### src/rtl/fsct_pkg.sv
`timescale 1ns / 1ps
`default_nettype none

package fsct_pkg;

	// frustum shape
	localparam int NUM_PLANES      = 6;
	localparam int COORD_WIDTH_DEF = 24;

	// plane register packing
	localparam int CFG_DATA_W = 64;
	localparam int CFG_IDX_W  = 3;
	localparam int NORM_W     = 12;
	localparam int OFS_W      = 28;
	localparam int NX_LSB     = 0;
	localparam int NY_LSB     = 12;
	localparam int NZ_LSB     = 24;
	localparam int OFS_LSB    = 36;

	// offset and radius go from 8 to 18 fraction bits
	localparam int FRAC_SHIFT = 10;

	typedef enum logic [1:0] {
		VERDICT_OUTSIDE   = 2'd0,
		VERDICT_INTERSECT = 2'd1,
		VERDICT_INSIDE    = 2'd2
	} verdict_t;

	// stage load enables handed to the plane units
	typedef struct packed {
		logic s2;
		logic s3;
	} fsct_adv_t;

	function automatic int max_int(input int a, input int b);
		return (a > b) ? a : b;
	endfunction

	// product of a normal and a coordinate
	function automatic int prod_w(input int cw);
		return cw + NORM_W;
	endfunction

	// three products plus the scaled offset, exact
	function automatic int dist_w(input int cw);
		return max_int(prod_w(cw) + 2, OFS_W + FRAC_SHIFT) + 1;
	endfunction

	// room for the distance and for plus or minus the scaled radius
	function automatic int cmp_w(input int cw);
		return max_int(dist_w(cw), cw - 1 + FRAC_SHIFT) + 2;
	endfunction

endpackage

`default_nettype wire

### src/rtl/fsct_plane_eval.sv
`timescale 1ns / 1ps
`default_nettype none

module fsct_plane_eval #(
	parameter int COORD_WIDTH = fsct_pkg::COORD_WIDTH_DEF
) (
	input  wire logic                                      clk,
	input  wire fsct_pkg::fsct_adv_t                       adv,
	input  wire logic [fsct_pkg::CFG_DATA_W-1:0]           plane,
	input  wire logic signed [COORD_WIDTH-1:0]             cx_s1,
	input  wire logic signed [COORD_WIDTH-1:0]             cy_s1,
	input  wire logic signed [COORD_WIDTH-1:0]             cz_s1,
	input  wire logic signed [fsct_pkg::cmp_w(COORD_WIDTH)-1:0] r_pos_s3,
	output logic                                           outside,
	output logic                                           partial
);
	import fsct_pkg::*;

	localparam int PW = prod_w(COORD_WIDTH);
	localparam int DW = dist_w(COORD_WIDTH);
	localparam int CW = cmp_w(COORD_WIDTH);
	localparam int SOW = OFS_W + FRAC_SHIFT;

	logic signed [NORM_W-1:0] nx, ny, nz;
	logic signed [OFS_W-1:0]  ofs;
	logic signed [SOW-1:0]    ofs_scaled;
	logic signed [PW-1:0]     px, py, pz;
	logic signed [PW-1:0]     px_s2, py_s2, pz_s2;
	logic signed [DW-1:0]     dist_sum;
	logic signed [DW-1:0]     dist_s3;
	logic signed [CW-1:0]     dist_ext, r_neg;

	assign nx  = plane[NX_LSB +: NORM_W];
	assign ny  = plane[NY_LSB +: NORM_W];
	assign nz  = plane[NZ_LSB +: NORM_W];
	assign ofs = plane[OFS_LSB +: OFS_W];
	assign ofs_scaled = signed'({ofs, {FRAC_SHIFT{1'b0}}});

	assign px = nx * cx_s1;
	assign py = ny * cy_s1;
	assign pz = nz * cz_s1;

	assign dist_sum = DW'(px_s2) + DW'(py_s2) + DW'(pz_s2) + DW'(ofs_scaled);

	always_ff @(posedge clk) begin
		if (adv.s2) begin
			px_s2 <= px;
			py_s2 <= py;
			pz_s2 <= pz;
		end
		if (adv.s3) begin
			dist_s3 <= dist_sum;
		end
	end

	assign dist_ext = CW'(dist_s3);
	assign r_neg    = -r_pos_s3;

	// equal to minus radius counts as intersect, equal to radius as inside
	assign outside = dist_ext < r_neg;
	assign partial = dist_ext < r_pos_s3;

endmodule

`default_nettype wire

### config.mk
export PLATFORM = sky130hd
export DESIGN_NAME = fsct_plane_eval
export DESIGN_NICKNAME = d
export VERILOG_FILES = /design/src/rtl/fsct_pkg.sv /design/src/rtl/fsct_plane_eval.sv
export SDC_FILE = /design/constraint.sdc
export NUM_CORES = 2
export LEC_CHECK = 0
export BUFFER_PORTS_ARGS = -buffer_cell sky130_fd_sc_hd__buf_2
export CAP_MARGIN = 20
export CORE_ASPECT_RATIO = 1.2
export CORE_MARGIN = 2
export CORE_UTILIZATION = 59
export CTS_CLUSTER_SIZE = 20
export DETAILED_ROUTE_END_ITERATION = 10
export PLACE_DENSITY_LB_ADDON = 0.15
export SYNTH_ARGS = -nofsm -noshare
export SYNTH_HDL_FRONTEND = slang
export SYNTH_SLANG_ARGS = --single-unit
### constraint.sdc
create_clock -name clk -period 18.86 [get_ports clk]
set_input_delay 3.772 -clock clk [delete_from_list [all_inputs] [get_ports clk]]
set_output_delay 3.772 -clock clk [all_outputs]
set_load 0.03 [all_outputs]
==> impl_metrics.csv <==
group,metric,value,unit
placement,hpwlAfterDp,78400,um
setup_path,crit-reg2reg-launch,"px_s2[2]",
hold_path,hold_path_end,"dist_s3[1]",
setup_path,end_kind,"output pin",
global_routing,grt_start_max_net_pins,67,
logic_synthesis,yosys-top-cells-count,"inv_1, fa_1, nand2_1",
cells_and_area,fin_nets,5674,
cells_and_area,drive_gt1_frac,0.0577,
clock_network,cts_buffers,17,
routing,initialDrtViolationCount,1476,
cells_and_area,fillers,5816,
logic_synthesis,postSynthAreaPerCell,9.33,um^2
global_routing,grt_pass1_vias,30321,
floorplan,rows,104,
sta,hold_viol_final,0,
clock_network,clock_path_buffers,2,
floorplan,die-area,69300,um^2
global_routing,grt_pass1_wl,153000,um
clock_network,cts_resized,0,
logic_synthesis,synth_top_family_by_area,"adder cells",
logic_synthesis,yosysUniqueCellTypes,75,
sta,maxSlewViolCount,0,
clock_network,clkTransAtPathRegs,70,ps
routing,drt-pass1-iter-count,5,
routing,routed_wl,91800,um
logic_synthesis,synth_area_leader_cell,"fa_1",
floorplan,num_io_pins,182,
logic_synthesis,yosysWarnings,0,
logic_synthesis,synthSimpleGateAreaFrac,0.142,
clock_network,ctsRootBufferMaster,"clkbuf_16",
global_routing,grt_remaining_overflow,0,
logic_synthesis,synth_compound_area_frac,0.0661,
status,outcome,"finished clean",
logic_synthesis,yosys.area_share.adder,0.536,
logic_synthesis,synth_edf_count,147,
logic_synthesis,netlist_instances,4249,
clock_network,tritoncts,"built",
hold_path,hold_path_class,"reg -> reg",
floorplan,die_h,288,um
sta,tightest_slew,877,ps
setup_path,crit_fanout,4,
routing,ant_nets,0,
sta,setup-violations-final,0,
logic_synthesis,synthTopCellsByArea,"fa_1, edfxtp_1, ha_1",
logic_synthesis,synth_area,39600,um^2
hold_path,min_path_cells,2,
cells_and_area,final-seq-area,4410,um^2
hold_path,holdCritStartpoint,"pz_s2[1]",
logic_synthesis,ys_seq_elements,147,
routing,viasPerCell,5.44,
setup_path,r2r_slack,14000,ps
logic_synthesis,muxShareOfSynthArea,0.000253,
clock_network,cts_sinks,147,
logic_synthesis,syn_nets,5621,
cells_and_area,area_growth,5.12,%
logic_synthesis,synth_flop_cell,"edfxtp_1",
clock_network,htree_levels,4,
placement,globalplace.congestion,0.963,
clock_network,worstSkewPairLatency,430,ps
setup_path,arrival,7760,ps
setup_path,regToRegEndpoint,"dist_s3[38]",
sta,rsz0062_at_grt,"no",
sta,fmax,0.0867,GHz
logic_synthesis,synth-xor-area-share,0.0376,
sta,fin_crit,11530,ps
sta,tns,0,ps
routing,route.detailed.drc,0,
placement,portBuffers,181,
global_routing,antenna_found_initial,3,
floorplan,start_util,0.594,
logic_synthesis,ys_seq_area_frac,0.111,
logic_synthesis,synthArstFlopShare,0,
floorplan,core,66800,um^2
routing,vias,28355,
setup_path,cp.required,15090,ps
cells_and_area,multiInputGateArea,31000,um^2
routing,wire_per_inst,17.6,um
sta,fin_crit_sh,0.611,
setup_path,ff2ff_path_depth,14,
job,maxCapViolations,0,
logic_synthesis,synth_top_area_frac,0.425,
clock_network,cts_setup_buffers,0,
setup_path,critPathLaunchType,"input port",
sta,slew-limit-headroom,0.414,
setup_path,critPathKind,"in -> out",
sta,skew,13.3,ps
clock_network,postCtsHoldBufs,0,
logic_synthesis,yosysMostFrequentCell,"inv_1",
floorplan,fp.dieW,241,um
global_routing,grt.total_usage,0.282,
layout make-up:
type                            instances  share of cell area
Multi-Input combinational cell       2975               0.744
Sequential cell                       147               0.106
Inverter                              977              0.0880
Tap cell                              901              0.0271
Timing Repair Buffer                  184              0.0223
Clock buffer                           18              0.0103
Clock inverter                         13             0.00243
Antenna cell                            1           0.0000601
cells in the final DEF, fill, tap and decap left out, types with 34 or more instances in the layout:
| master | count |
|---|---|
| nor2_1 | 159 |
| xnor2_1 | 141 |
| a21o_1 | 78 |
| a21oi_1 | 105 |
| o21ai_0 | 56 |
| inv_1 | 977 |
| ha_1 | 351 |
| nand2b_1 | 34 |
| edfxtp_1 | 147 |
| buf_2 | 180 |
| nand2_1 | 661 |
| fa_1 | 841 |
| nor3_1 | 34 |
| and2_1 | 211 |
critical path, cell delays in order:
cell and delay (ps):
buf_2 110, nor4_2 300, nand3_1 210, or3_1 450, nor4_4 210, nand2_1 180, nor4_2 240, nand2_1 120
nor4_1 230, xnor2_1 110, ha_1 190, a21o_1 150, a21o_1 170, a21oi_1 140, nor2b_1 60, o21ai_0 150
nand2b_1 80, a21o_1 170, a211oi_1 220, a21oi_1 120, mux2i_1 160, buf_2 210
worst max path at each step:
stage	from	to	slack (ps)	depth (start not counted)
6_report	r_pos_s3[7]	outside	7330	22
5_1_grt	r_pos_s3[7]	outside	6900	22
4_1_cts	r_pos_s3[7]	outside	7300	22
3_5_place_dp	r_pos_s3[7]	outside	7320	22
3_3_place_gp	r_pos_s3[7]	outside	7320	22
2_1_floorplan	r_pos_s3[7]	outside	7680	20
through the flow:
| stage | std cells | worst slack, ps | util | hold WS (ps) | cell area, um^2 |
|---|---|---|---|---|---|
| 4_1_cts | 5215 | 7300 | 0.624 | 757 | 41600 |
| 3_3_place_gp | 5184 | 7320 | 0.616 | 722 | 41100 |
| 2_1_floorplan | 4249 | 7680 | - | 680 | 39600 |
| 6_report | 5216 | 7330 | 0.624 | 750 | 41700 |
| 3_5_place_dp | 5184 | 7320 | 0.616 | 736 | 41100 |
| 5_1_grt | 5215 | 6900 | 0.624 | 801 | 41600 |
per-layer routing:
metal / wire length, um / global-route usage
met5: 13 / 0
met4: 2830 / 0.0811
met3: 3910 / 0.0200
met2: 48100 / 0.509
met1: 36900 / 0.365
flip-flops by register name, indices dropped and copies added, names as in the netlist:
signal and count:
py_s2 36, pz_s2 36, px_s2 36, dist_s3 39
logic make-up after synthesis:
kind of cell | count (synthesis)
AO/OA/AOI/OAI | 383
XOR/XNOR | 170
adder cells (fa/ha/maj) | 1192
buffers and inverters | 1127
flip-flops | 147
multiplexers | 1
AND/OR/NAND/NOR | 1229
Power is left out: the tool's default activity adds up to more than one toggle a clock period on the data nets, which glitch-free logic cannot reach.
