<file path="src/rtl/fsct_pkg.sv">
`timescale 1ns / 1ps
`default_nettype none

package fsct_pkg;

	// frustum shape
	localparam int NUM_PLANES      = 6;
	localparam int COORD_WIDTH_DEF = 24;

	// plane register packing
	localparam int CFG_DATA_W = 64;
	localparam int CFG_IDX_W  = 3;
	localparam int NORM_W     = 12;
	localparam int OFS_W      = 28;
	localparam int NX_LSB     = 0;
	localparam int NY_LSB     = 12;
	localparam int NZ_LSB     = 24;
	localparam int OFS_LSB    = 36;

	// offset and radius go from 8 to 18 fraction bits
	localparam int FRAC_SHIFT = 10;

	typedef enum logic [1:0] {
		VERDICT_OUTSIDE   = 2'd0,
		VERDICT_INTERSECT = 2'd1,
		VERDICT_INSIDE    = 2'd2
	} verdict_t;

	// stage load enables handed to the plane units
	typedef struct packed {
		logic s2;
		logic s3;
	} fsct_adv_t;

	function automatic int max_int(input int a, input int b);
		return (a > b) ? a : b;
	endfunction

	// product of a normal and a coordinate
	function automatic int prod_w(input int cw);
		return cw + NORM_W;
	endfunction

	// three products plus the scaled offset, exact
	function automatic int dist_w(input int cw);
		return max_int(prod_w(cw) + 2, OFS_W + FRAC_SHIFT) + 1;
	endfunction

	// room for the distance and for plus or minus the scaled radius
	function automatic int cmp_w(input int cw);
		return max_int(dist_w(cw), cw - 1 + FRAC_SHIFT) + 2;
	endfunction

endpackage

`default_nettype wire

</file>
<file path="src/rtl/fsct_plane_regs.sv">
`timescale 1ns / 1ps
`default_nettype none

module fsct_plane_regs (
	input  wire logic                                 clk,
	input  wire logic                                 arst_n,
	input  wire logic                                 cfg_wr_en,
	input  wire logic [fsct_pkg::CFG_IDX_W-1:0]       cfg_index,
	input  wire logic [fsct_pkg::CFG_DATA_W-1:0]      cfg_data,
	output logic [fsct_pkg::NUM_PLANES-1:0][fsct_pkg::CFG_DATA_W-1:0] planes
);
	import fsct_pkg::*;

	logic [NUM_PLANES-1:0][CFG_DATA_W-1:0] plane_q;

	// indexes past the last plane are dropped
	always_ff @(posedge clk or negedge arst_n) begin
		if (!arst_n) begin
			plane_q <= '0;
		end else if (cfg_wr_en && (cfg_index < CFG_IDX_W'(NUM_PLANES))) begin
			plane_q[cfg_index] <= cfg_data;
		end
	end

	assign planes = plane_q;

endmodule

`default_nettype wire

</file>
<file path="config.mk">
export PLATFORM = sky130hd
export DESIGN_NAME = fsct_plane_regs
export DESIGN_NICKNAME = d
export VERILOG_FILES = /design/src/rtl/fsct_pkg.sv /design/src/rtl/fsct_plane_regs.sv
export SDC_FILE = /design/constraint.sdc
export NUM_CORES = 1
export LEC_CHECK = 0
export ABC_AREA = 0
export BUFFER_PORTS_ARGS = -buffer_cell sky130_fd_sc_hd__clkbuf_2
export CAP_MARGIN = 20
export CELL_PAD_IN_SITES_DETAIL_PLACEMENT = 1
export CELL_PAD_IN_SITES_GLOBAL_PLACEMENT = 2
export CORE_ASPECT_RATIO = 1.1
export CORE_MARGIN = 3
export CORE_UTILIZATION = 39
export DETAILED_ROUTE_END_ITERATION = 10
export GPL_ROUTABILITY_DRIVEN = 0
export PLACE_DENSITY_LB_ADDON = 0.3
export SLEW_MARGIN = 0
export SYNTH_ARGS = -nofsm -noshare
export SYNTH_HDL_FRONTEND = slang
export SYNTH_SLANG_ARGS = --single-unit
</file>
<file path="constraint.sdc">
create_clock -name clk -period 1.8 [get_ports clk]
set_input_delay 0.09 -clock clk [delete_from_list [all_inputs] [get_ports clk]]
set_output_delay 0.09 -clock clk [all_outputs]
set_load 0.02 [all_outputs]
</file>
==> results list, run 1 <==
* Run status: complete, no violations
- TritonCTS created 42 clock buffers.
* Adder and majority cell fraction of the synthesized area: 0%
- After Yosys synthesis, XOR and XNOR cells account for 0% of the synthesized area.
* Sequential-to-total area share from yosys stat: approximately 63%
- The tree is rooted in a sky130_fd_sc_hd__clkbuf_16.
* Global Route Usage Sum: 20.5%
- STA classifies the critical path endpoint as a primary output.
* Resize count post-CTS: 0
- Compound-cell area share of the yosys netlist: 0%
- Worst setup startpoint: planes[77]
- In the final layout, the share of cells above drive strength 1 is 67.1%.
* Setup Skew: 0 ps
- Source of the worst register-to-register timing path: planes[77]
- 454 I/O pins were placed.
* Summed negative setup slack over all endpoints: 0 ps
- Mux cell area share after synthesis: 32.8%
- Sequence of cells on the critical path: clkbuf_2
- The floorplan step set the die height to 214 microns.
- Wire length per cell: approximately 23 microns
* Synth unique cells: 10
* Setup repair bufs after CTS: 0
- The core region is 38500 sq um.
- Design Area, Final: 20200 sq um
- Actual slew at the worst max-slew pin: 447 ps
* Overall via count from detail_route: 9184
- Once detail routing completed, the nets flagged for antenna violations numbered 0.
- DIE AREA: 41800 sq um
- Ratio of final minimum period to clock period: 69.1%
* Area of the mapped netlist: 15300 sq um
- The critical path in this run is classified as reg -> out.
- Port Buffer Count: between 400 and 500
- TritonCTS built the clock tree.
- PD cells: 1410 nW/um^2
- Die extent in x: 195 microns
* Number of setup violations in the final report: 0
- For this run the aggregate overflow at the end of global routing stands at 0.
- Worst hold-check path type: in -> async
* Initial standard-cell utilization of the core: 39.9%
- For this design the static power due to leakage is 9.88 nW.
- Counting every instance in the synthesized netlist gives 816.
- Fill cells: 3800
- Initial drt markers: 307
- Buffers inserted to repair hold after CTS numbered 65.
* Period minus WS final: 1240 ps
- Count of final max-slew check failures: 0
- Ratio of routed vias to standard cells: 4.84
- # nets final: roughly 1400
- Half-perimeter wire length of the detailed placement result: around 30000 microns
- Maximum frequency from static timing analysis: 804 MHz
* Number of nets produced by synthesis: roughly 900
- The placed instances occupy a cell area of 18100 sq um.
- For this run, the number of Yosys warnings is 0.
* Max cap viols: 0
* Clock slew at reported path FFs: roughly 60 ps
- Antenna violations before repair: 0
- Max clock buf depth: 3
* Synth Area in Simple Gates: less than 1%
- STA classifies the critical path startpoint as a flip-flop.
- Number of flip-flops in the largest register: 384
- Largest family of logic cells by synthesized area: multiplexers
- DR pass1 iterations: 4
- After synthesis the netlist holds a flip-flop and latch count of around 380.
- After layout, the design draws a total of between 0.02 and 0.03 W.
* Worst hold slack after final layout: a little under 40 ps
- The hold violation total from the final report is 0.
- Broken down by cell family, the worst path's largest delay share belongs to flip-flops.
- Placement Rows: between 70 and 80
- Critical Path AT: 1150 ps
* Source-to-sink clock delay at the later pin of the worst-skew pair: about 550 ps
- Max-slew headroom: 70.2%
* Post-synthesis average cell area: roughly 19 sq um
- Of all nets on the critical path, the largest fanout is 2.
- The worst-case IR drop observed on VDD is 978 uV.
- Critical-path cell with the highest stage delay: sky130_fd_sc_hd__dfrtp_1
- The via count of the first global-routing pass was 10326.
- Total number of H-tree levels: 2
* Unrepaired setup endpoints after global routing: no
- Sink count of the clock tree: approximately 380
- Data required, critical path: 1710 ps
* Antenna diode count: 0
- Remaining DRCs: 0
- Area grow syn2layout: 31.4%
- Counting both buffers and inverters, the worst setup path holds a total of 1.
- Wire length of the first global-routing pass: approximately 67000 microns
* Pin count of the biggest net entering global routing: 65
- Largest stage delay on the critical path: 390 ps
- Total routed wirelength: 43200 microns
[logic make-up (layout without fill, tap and decap cells)]
logic type / Yosys count / after routing
simple gates: 6 / 6
flops: 384 / 384
mux: 384 / 384
buf+inv: 42 / 623
[final cells by class]
class | count | area, sq um | share of cell area, %
Tap cell | 500 | 626 | 3.10
Sequential cell | 384 | 9610 | 47.7
Clock inverter | 10 | 125 | 0.621
Timing Repair Buffer | 550 | 3390 | 16.8
Multi-Input combinational cell | 390 | 5130 | 25.4
Clock buffer | 63 | 1280 | 6.37
[worst paths after layout]
kind	slack [ps]	cells past startpoint	endpoint
worst max-delay path	560	1	planes[77]
worst min-delay path	40	2	planes[274]
worst max register to register	1000	1	planes[77]
worst min register to register	500	1	planes[223]
max in group asynchronous	1000	4	planes[28]
min in group clk	210	4	planes[8]
[cells in the mapped netlist (all sizes together)]
master	n	area (sq um)
and4bb	3	37.5
nand4b	2	17.5
buf	42	626
mux2	384	5040
dfrtp	384	9610
nor4b	1	15.0
[cells in the final DEF, fill, tap and decap left out]
cell	Yosys	final
sky130_fd_sc_hd__buf_8	0	1
sky130_fd_sc_hd__dfrtp_1	384	384
sky130_fd_sc_hd__clkbuf_16	0	45
sky130_fd_sc_hd__and4bb_4	0	3
sky130_fd_sc_hd__clkbuf_8	0	9
sky130_fd_sc_hd__buf_4	12	14
sky130_fd_sc_hd__mux2_4	190	190
sky130_fd_sc_hd__bufinv_16	0	3
sky130_fd_sc_hd__clkbuf_1	0	9
sky130_fd_sc_hd__mux2_2	194	194
sky130_fd_sc_hd__buf_12	24	18
sky130_fd_sc_hd__dlygate4sd3_1	0	65
sky130_fd_sc_hd__nor4b_4	0	1
sky130_fd_sc_hd__nand4b_1	2	2
sky130_fd_sc_hd__clkinv_2	0	7
sky130_fd_sc_hd__clkbuf_2	0	452
[report_power, final]
part	internal, W	switching [W]
Sequential	0.0105	0.00111
Clock	0.00533	0.00342
Combinational	0.00339	0.00459
[metal layers]
layer	vias to the layer above	share of wire (%)	GRT usage, %
met5	-	0	0
li1	3993	-	-
met1	4798	39	24.3
met4	0	4.1	8.49
met3	85	5.8	4.92
met2	308	51	35.9
[per-stage QoR]
stage,instances,util [%],setup WS (ps)
2_1_floorplan,816,-,634
3_3_place_gp,1759,47.1,335
5_1_grt,1897,52.4,525
3_5_place_dp,1759,47.1,307
6_report,1897,52.4,557
4_1_cts,1897,52.4,530
No activity file was read; power rests on OpenSTA's default activity.
==> run 2, diff against run 1 <==
--- a/config.mk
+++ b/config.mk
@@ -12,7 +12,7 @@
 export CELL_PAD_IN_SITES_GLOBAL_PLACEMENT = 2
 export CORE_ASPECT_RATIO = 1.1
 export CORE_MARGIN = 3
-export CORE_UTILIZATION = 39
+export CORE_UTILIZATION = 36
 export DETAILED_ROUTE_END_ITERATION = 10
 export GPL_ROUTABILITY_DRIVEN = 0
 export PLACE_DENSITY_LB_ADDON = 0.3
==> constraint.sdc (replaced) <==
create_clock -name clk -period 1.2 [get_ports clk]
set_input_delay 0.06 -clock clk [delete_from_list [all_inputs] [get_ports clk]]
set_output_delay 0.06 -clock clk [all_outputs]
set_load 0.02 [all_outputs]
==> run 2 against run 1 <==
Against the previous run: sequential share of layout area decreased by 8.2 points; clock power increased by 55%; register-to-register slack got worse by 870 ps; via count increased by 12%; critical path type unchanged; count of clock-buffer cells in the layout increased by 4; wire length increased by 20%; setup slack got worse by 590 ps; sequential power increased by 55%; clock skew unchanged; the flow now finishes with violations (negative setup slack).
==> results list, run 2 (same netlist as run 1, synthesis figures left out) <==
- After filler insertion, the fill cell instance count of the layout stands at ~3900.
- Sequence of cells on the critical path: clkbuf_8
- Ratio of routed vias to standard cells: 4.71
- Number of global-route vias before repair: around 11000
- The tightest min-delay check is of the in -> async type.
- Ratio of final minimum period to clock period: 103%
- Critical-path cell with the highest stage delay: sky130_fd_sc_hd__dfrtp_1
- Setup Skew: 0 ps
* Post-place setup slack: -231 ps
- After layout, the worst setup slack is -30.9 ps.
* Pin count of the biggest net entering global routing: 39
* PD cells: about 2000 nW/um^2
- The worst register-to-register path begins at planes[186].
- During placement, the flow inserted port buffers numbering about 450.
- The detail route stage leaves a number of antenna-violating nets equal to 0.
- Number of setup violations in the final report: 4
- Data on the critical path arrives at its endpoint at between 1000 and 1500 ps.
* Wire length per cell: approximately 24 microns
* Largest stage delay on the critical path: approximately 440 ps
- The analysis attributes to cell leakage a power of 11.7 nW.
- Top library cells by usage in the layout, fill and taps aside: 384 x sky130_fd_sc_hd__dfrtp_1, 245 x sky130_fd_sc_hd__buf_4, 194 x sky130_fd_sc_hd__mux2_2
* DIE AREA: 45100 sq um
* # nets final: 1656
- Total routed wirelength: 51900 microns
* Dominant delay contributor by cell family on the critical path: flip-flops
* Die height: 223 microns
- Source-to-sink clock delay at the later pin of the worst-skew pair: 560 ps
- Library cell used as clock root buffer: sky130_fd_sc_hd__clkbuf_16
- The register with the most flip-flops in the layout has ~380 of them.
- In the final layout, the share of cells above drive strength 1 is 71.4%.
- TritonCTS built the clock tree.
* Core area: around 42000 sq um
- Total number of H-tree levels: 2
* Remaining DRCs: 0
- Wire length of the first global-routing pass: 70500 microns
- Initial standard-cell utilization of the core: 36.8%
- Critical Setup Path Class: reg -> out
- Derived from the worst setup path, the maximum achievable clock frequency is 812 MHz.
* Number of hold violations in the final report: 0
* Most common cell after layout, fill and taps aside: sky130_fd_sc_hd__dfrtp_1
- Setup repair after global routing could not meet its margin everywhere.
- The number of antenna diodes in the final layout is 0.
- At the pin with the least slew margin, the transition time is 273 ps.
- Adding up every negative setup slack in the final design gives -43.7 ps.
* Half-perimeter wire length of the detailed placement result: 31700 microns
- Counting both buffers and inverters, the worst setup path holds a total of 1.
- Peak supply drop: 1380 uV
- At the worst endpoint, the required time is roughly 1100 ps.
- The first detailed-routing pass ran for 4 iterations.
- Along the worst path, the maximum fanout reaches 2.
* CTS Buf Count: 42
- Nature of the critical path startpoint: flip-flop
* Initial drt markers: 314
* R2R setup slack: 130 ps
* # IOs: approximately 450
- Max cap viols: 0
* Max-slew headroom: 81.7%
- The run finished, with violations left.
- Area grow syn2layout: 58.9%
* Category of the worst setup path capture point: primary output
- At the end of the flow the core is filled with cells to 58.5%.
- Die extent in x: 203 microns
- Worst R2R Path Depth: 3
* Failing checks: negative setup slack
* Area taken by flip-flops and latches: approximately 9600 sq um
* Max clock buf depth: 3
- Area of the multi-input gates: 5130 sq um
- The final route contains 10259 vias.
* Clock slew at reported path FFs: 60 ps
- Sink count of the clock tree: 384
- Count of final max-slew check failures: 0
- Global Route Usage Sum: between 20% and 30%
* Placement Rows: 78
- Period minus WS final: 1230 ps
- Worst flop-to-flop path endpoint: planes[186]
- Antenna violations before repair: 0
- For this run the aggregate overflow at the end of global routing stands at 0.
==> run 2: layout make-up <==
cell class                 count  area share [%]
clock buffer                  67            5.37
multi-input combinational    390            21.0
tap                          560            2.87
clock inverter                 8           0.575
sequential                   384            39.4
timing repair buffer         768            30.8
==> run 2: worst max-delay path by stage <==
stage	cells past startpoint	slack [ps]	endpoint	startpoint
after floorplan	4	60	planes[13]	cfg_index[0]
after global placement	5	-180	planes[20]	cfg_index[0]
after global routing	1	-70	planes[215]	planes[215]
final	1	-30	planes[215]	planes[215]
after CTS	1	-60	planes[215]	planes[215]
after detailed placement	5	-230	planes[1]	cfg_index[0]
==> run 2: timing repair <==
action,in CTS,in global routing
gates cloned,0,3
hold buffers,66,0
pin swaps,0,0
resized for setup,274,589
setup buffers,72,100
endpoints found under the hold margin,768,0
endpoints found under the setup margin,175,474
==> run 2: metrics by stage <==
step           hold slack (ps)  cell area (sq um)  std cells  total power [W]
2_1_floorplan             -236              15300        816           0.0246
3_3_place_gp             -80.0              18700       1862           0.0295
3_5_place_dp             -80.2              18700       1862           0.0297
4_1_cts                    219              22500       2075           0.0460
5_1_grt                   48.4              24400       2177           0.0512
6_report                  66.1              24400       2177           0.0491
==> run 2: per-layer routing <==
metal / vias up / GRT usage, % / routed length (microns)
met2: 350 / 36.4 / 27700
li1: 4433 / - / -
met4: 0 / 6.46 / 1600
met3: 76 / 5.60 / 3020
met1: 5400 / 23.4 / 19600
met5: - / 0 / 0
==> run 2: power breakdown <==
group          internal [W]  switching (W)
Combinational       0.00976        0.00764
Clock               0.00831        0.00531
Sequential           0.0158        0.00226
Total                0.0339         0.0152
==> run 3, diff against run 2 <==
--- a/config.mk
+++ b/config.mk
@@ -16,6 +16,7 @@
 export DETAILED_ROUTE_END_ITERATION = 10
 export GPL_ROUTABILITY_DRIVEN = 0
 export PLACE_DENSITY_LB_ADDON = 0.3
+export SKIP_CTS_REPAIR_TIMING = 1
 export SLEW_MARGIN = 0
 export SYNTH_ARGS = -nofsm -noshare
 export SYNTH_HDL_FRONTEND = slang
==> constraint.sdc (replaced) <==
create_clock -name clk -period 1.3 [get_ports clk]
set_input_delay 0.065 -clock clk [delete_from_list [all_inputs] [get_ports clk]]
set_output_delay 0.065 -clock clk [all_outputs]
set_load 0.02 [all_outputs]
==> run 3 against run 2 <==
Against the previous run: the run now ends clean; die area is the same; count of clock-buffer cells in the layout grew 2; cell count shrank 8.2%; first-iteration DRC count shrank 20%; critical path type unchanged; largest cell class unchanged.
==> results list, run 3 (same netlist as run 1, synthesis figures left out) <==
- The flow ran to the end, and the final reports show no timing, DRC or antenna violations.
* Unrepaired setup endpoints after global routing: no
- Worst hold-check path type: in -> async
* Number of setup violations in the final report: 0
- Global Route Usage Sum: 19.1%
* Ratio of final minimum period to clock period: just over 90%
- Buffers inserted during clock tree synthesis total 42.
- Nature of the critical path startpoint: flip-flop
- The first global-routing pass estimated approximately 66000 microns of wire.
* Share of post-route cells with drive strength above 1: ~68%
- In this run, the number of DRC markers left after iteration 0 of detailed routing was 250.
- Number of hold violations in the final report: 0
* Count of final max-slew check failures: 0
- Setup slack after layout: 95.4 ps
- Before antenna repair, the detailed router went through 4 iterations.
* Placement Rows: 78
- Overall via count from detail_route: 9367
- For this run, the post-layout net count is approximately 1500.
- # IOs: approximately 450
- Max-slew headroom: 75.7%
- The critical path in this run is classified as reg -> out.
- Area grow syn2layout: 35.0%
- Once the floorplan was initialized, standard cells occupied 36.8% of the core.
- The worst path needs 1200 ps of the cycle, external delays included.
- Across all register-to-register paths, the minimum setup slack is 490 ps.
- Half-perimeter wire length of the detailed placement result: around 31000 microns
* Total routed wirelength: 44300 microns
- The detail route stage leaves a number of antenna-violating nets equal to 0.
* Critical-path cell with the highest stage delay: sky130_fd_sc_hd__dfrtp_1
- Category of the worst setup path capture point: primary output
* Most common cell after layout, fill and taps aside: sky130_fd_sc_hd__clkbuf_2
* Port Buffer Count: 453
* Die extent in x: 203 microns
* Max clock buf depth: 3
* Pin count of the biggest net entering global routing: between 70 and 80
* Summed negative setup slack over all endpoints: 0 ps
- The via count of the first global-routing pass is ~10000.
* Top library cells by usage in the layout, fill and taps aside: 452 x sky130_fd_sc_hd__clkbuf_2, 384 x sky130_fd_sc_hd__dfrtp_1, 194 x sky130_fd_sc_hd__mux2_2
* Static leakage: roughly 10 nW
- Largest stage delay on the critical path: 410 ps
* Source-to-sink clock delay at the later pin of the worst-skew pair: 540 ps
- Antenna diode count: 0
- Timing would allow up to 830 MHz.
- Along the worst path, the maximum fanout reaches 2.
- Worst hold slack after final layout: 39.6 ps
- The floorplan step defined a die boundary enclosing approximately 45000 sq um.
* Number of flip-flops in the largest register: 384
* Actual slew at the worst max-slew pin: 365 ps
- In the final routed layout, each cell accounts on average for ~22 microns.
- Across the VDD grid, the largest voltage drop is 1060 uV.
* PD cells: 1910 nW/um^2
- Sink count of the clock tree: 384
- Data required, critical path: between 1000 and 1500 ps
- Clock-pin slew was measured on the worst setup and hold paths at 60 ps.
- Remaining DRCs: 0
- Ratio of routed vias to standard cells: 4.69
- Post-place setup slack: -119 ps
- In this run the vertical extent of the chip is ~220 microns.
* Antenna violations before repair: 0
* Library cell used as clock root buffer: sky130_fd_sc_hd__clkbuf_16
- Design Area, Final: 20700 sq um
* Sequence of cells on the critical path: clkbuf_2
- The region available for standard cell placement spans 41700 sq um.
- Clock tree from TritonCTS: done
- GR Overflow Total: 0
* Max cap viols: 0
- Critical Path AT: 1140 ps
* WP buf/inv: 1
- Total number of H-tree levels: 2
- Cell Area, Placed: 18600 sq um
* Setup Skew: 0 ps
* Dominant delay contributor by cell family on the critical path: flip-flops
## run 3: cell count changes in the layout (fill, tap and decap cells not counted), sizes merged
| cell | delta |
|---|---|
| buf | -433 |
| bufinv | -1 |
| clkbuf | +255 |
| clkinv | -1 |
| clkinvlp | +1 |
| dlygate4sd3 | +1 |
## run 3: per-stage QoR
stage / total power [W] / instances / utilization [%]
floorplan: 0.0227 / 816 / -
global placement: 0.0272 / 1857 / 44.7
detailed placement: 0.0274 / 1857 / 44.7
CTS: 0.0399 / 1933 / 48.1
global route: 0.0414 / 1999 / 49.7
finish: 0.0395 / 1999 / 49.7
## run 3: final timing paths
kind	startpoint	endpoint	cells past startpoint
max	planes[343]	planes[343]	1
min	arst_n	planes[51]	2
max reg2reg	planes[343]	planes[343]	1
min reg2reg	planes[195]	planes[195]	1
max in group asynchronous	arst_n	planes[42]	3
min in group clk	cfg_index[2]	planes[36]	5
## run 3: power breakdown
group	switching (W)	internal (W)
Sequential	0.00157	0.0146
Clock	0.00472	0.00749
Combinational	0.00634	0.00477
Total	0.0126	0.0269
## run 3: cell type report
cell class,count,area (sq um)
fill,4177,21000
sequential,384,9610
multi-input combinational,390,5130
timing repair buffer,589,3840
clock buffer,69,1320
tap,560,701
clock inverter,7,113
## run 3: layer usage
layer | up-vias | GRT usage [%] | wire length, microns | share of wire, %
li1 | 4088 | - | - | -
met1 | 4901 | 23.2 | 17600 | 40
met2 | 306 | 32.9 | 22700 | 51
met3 | 72 | 4.94 | 2670 | 6.0
met4 | 0 | 6.89 | 1380 | 3.1
met5 | - | 0 | 0 | 0
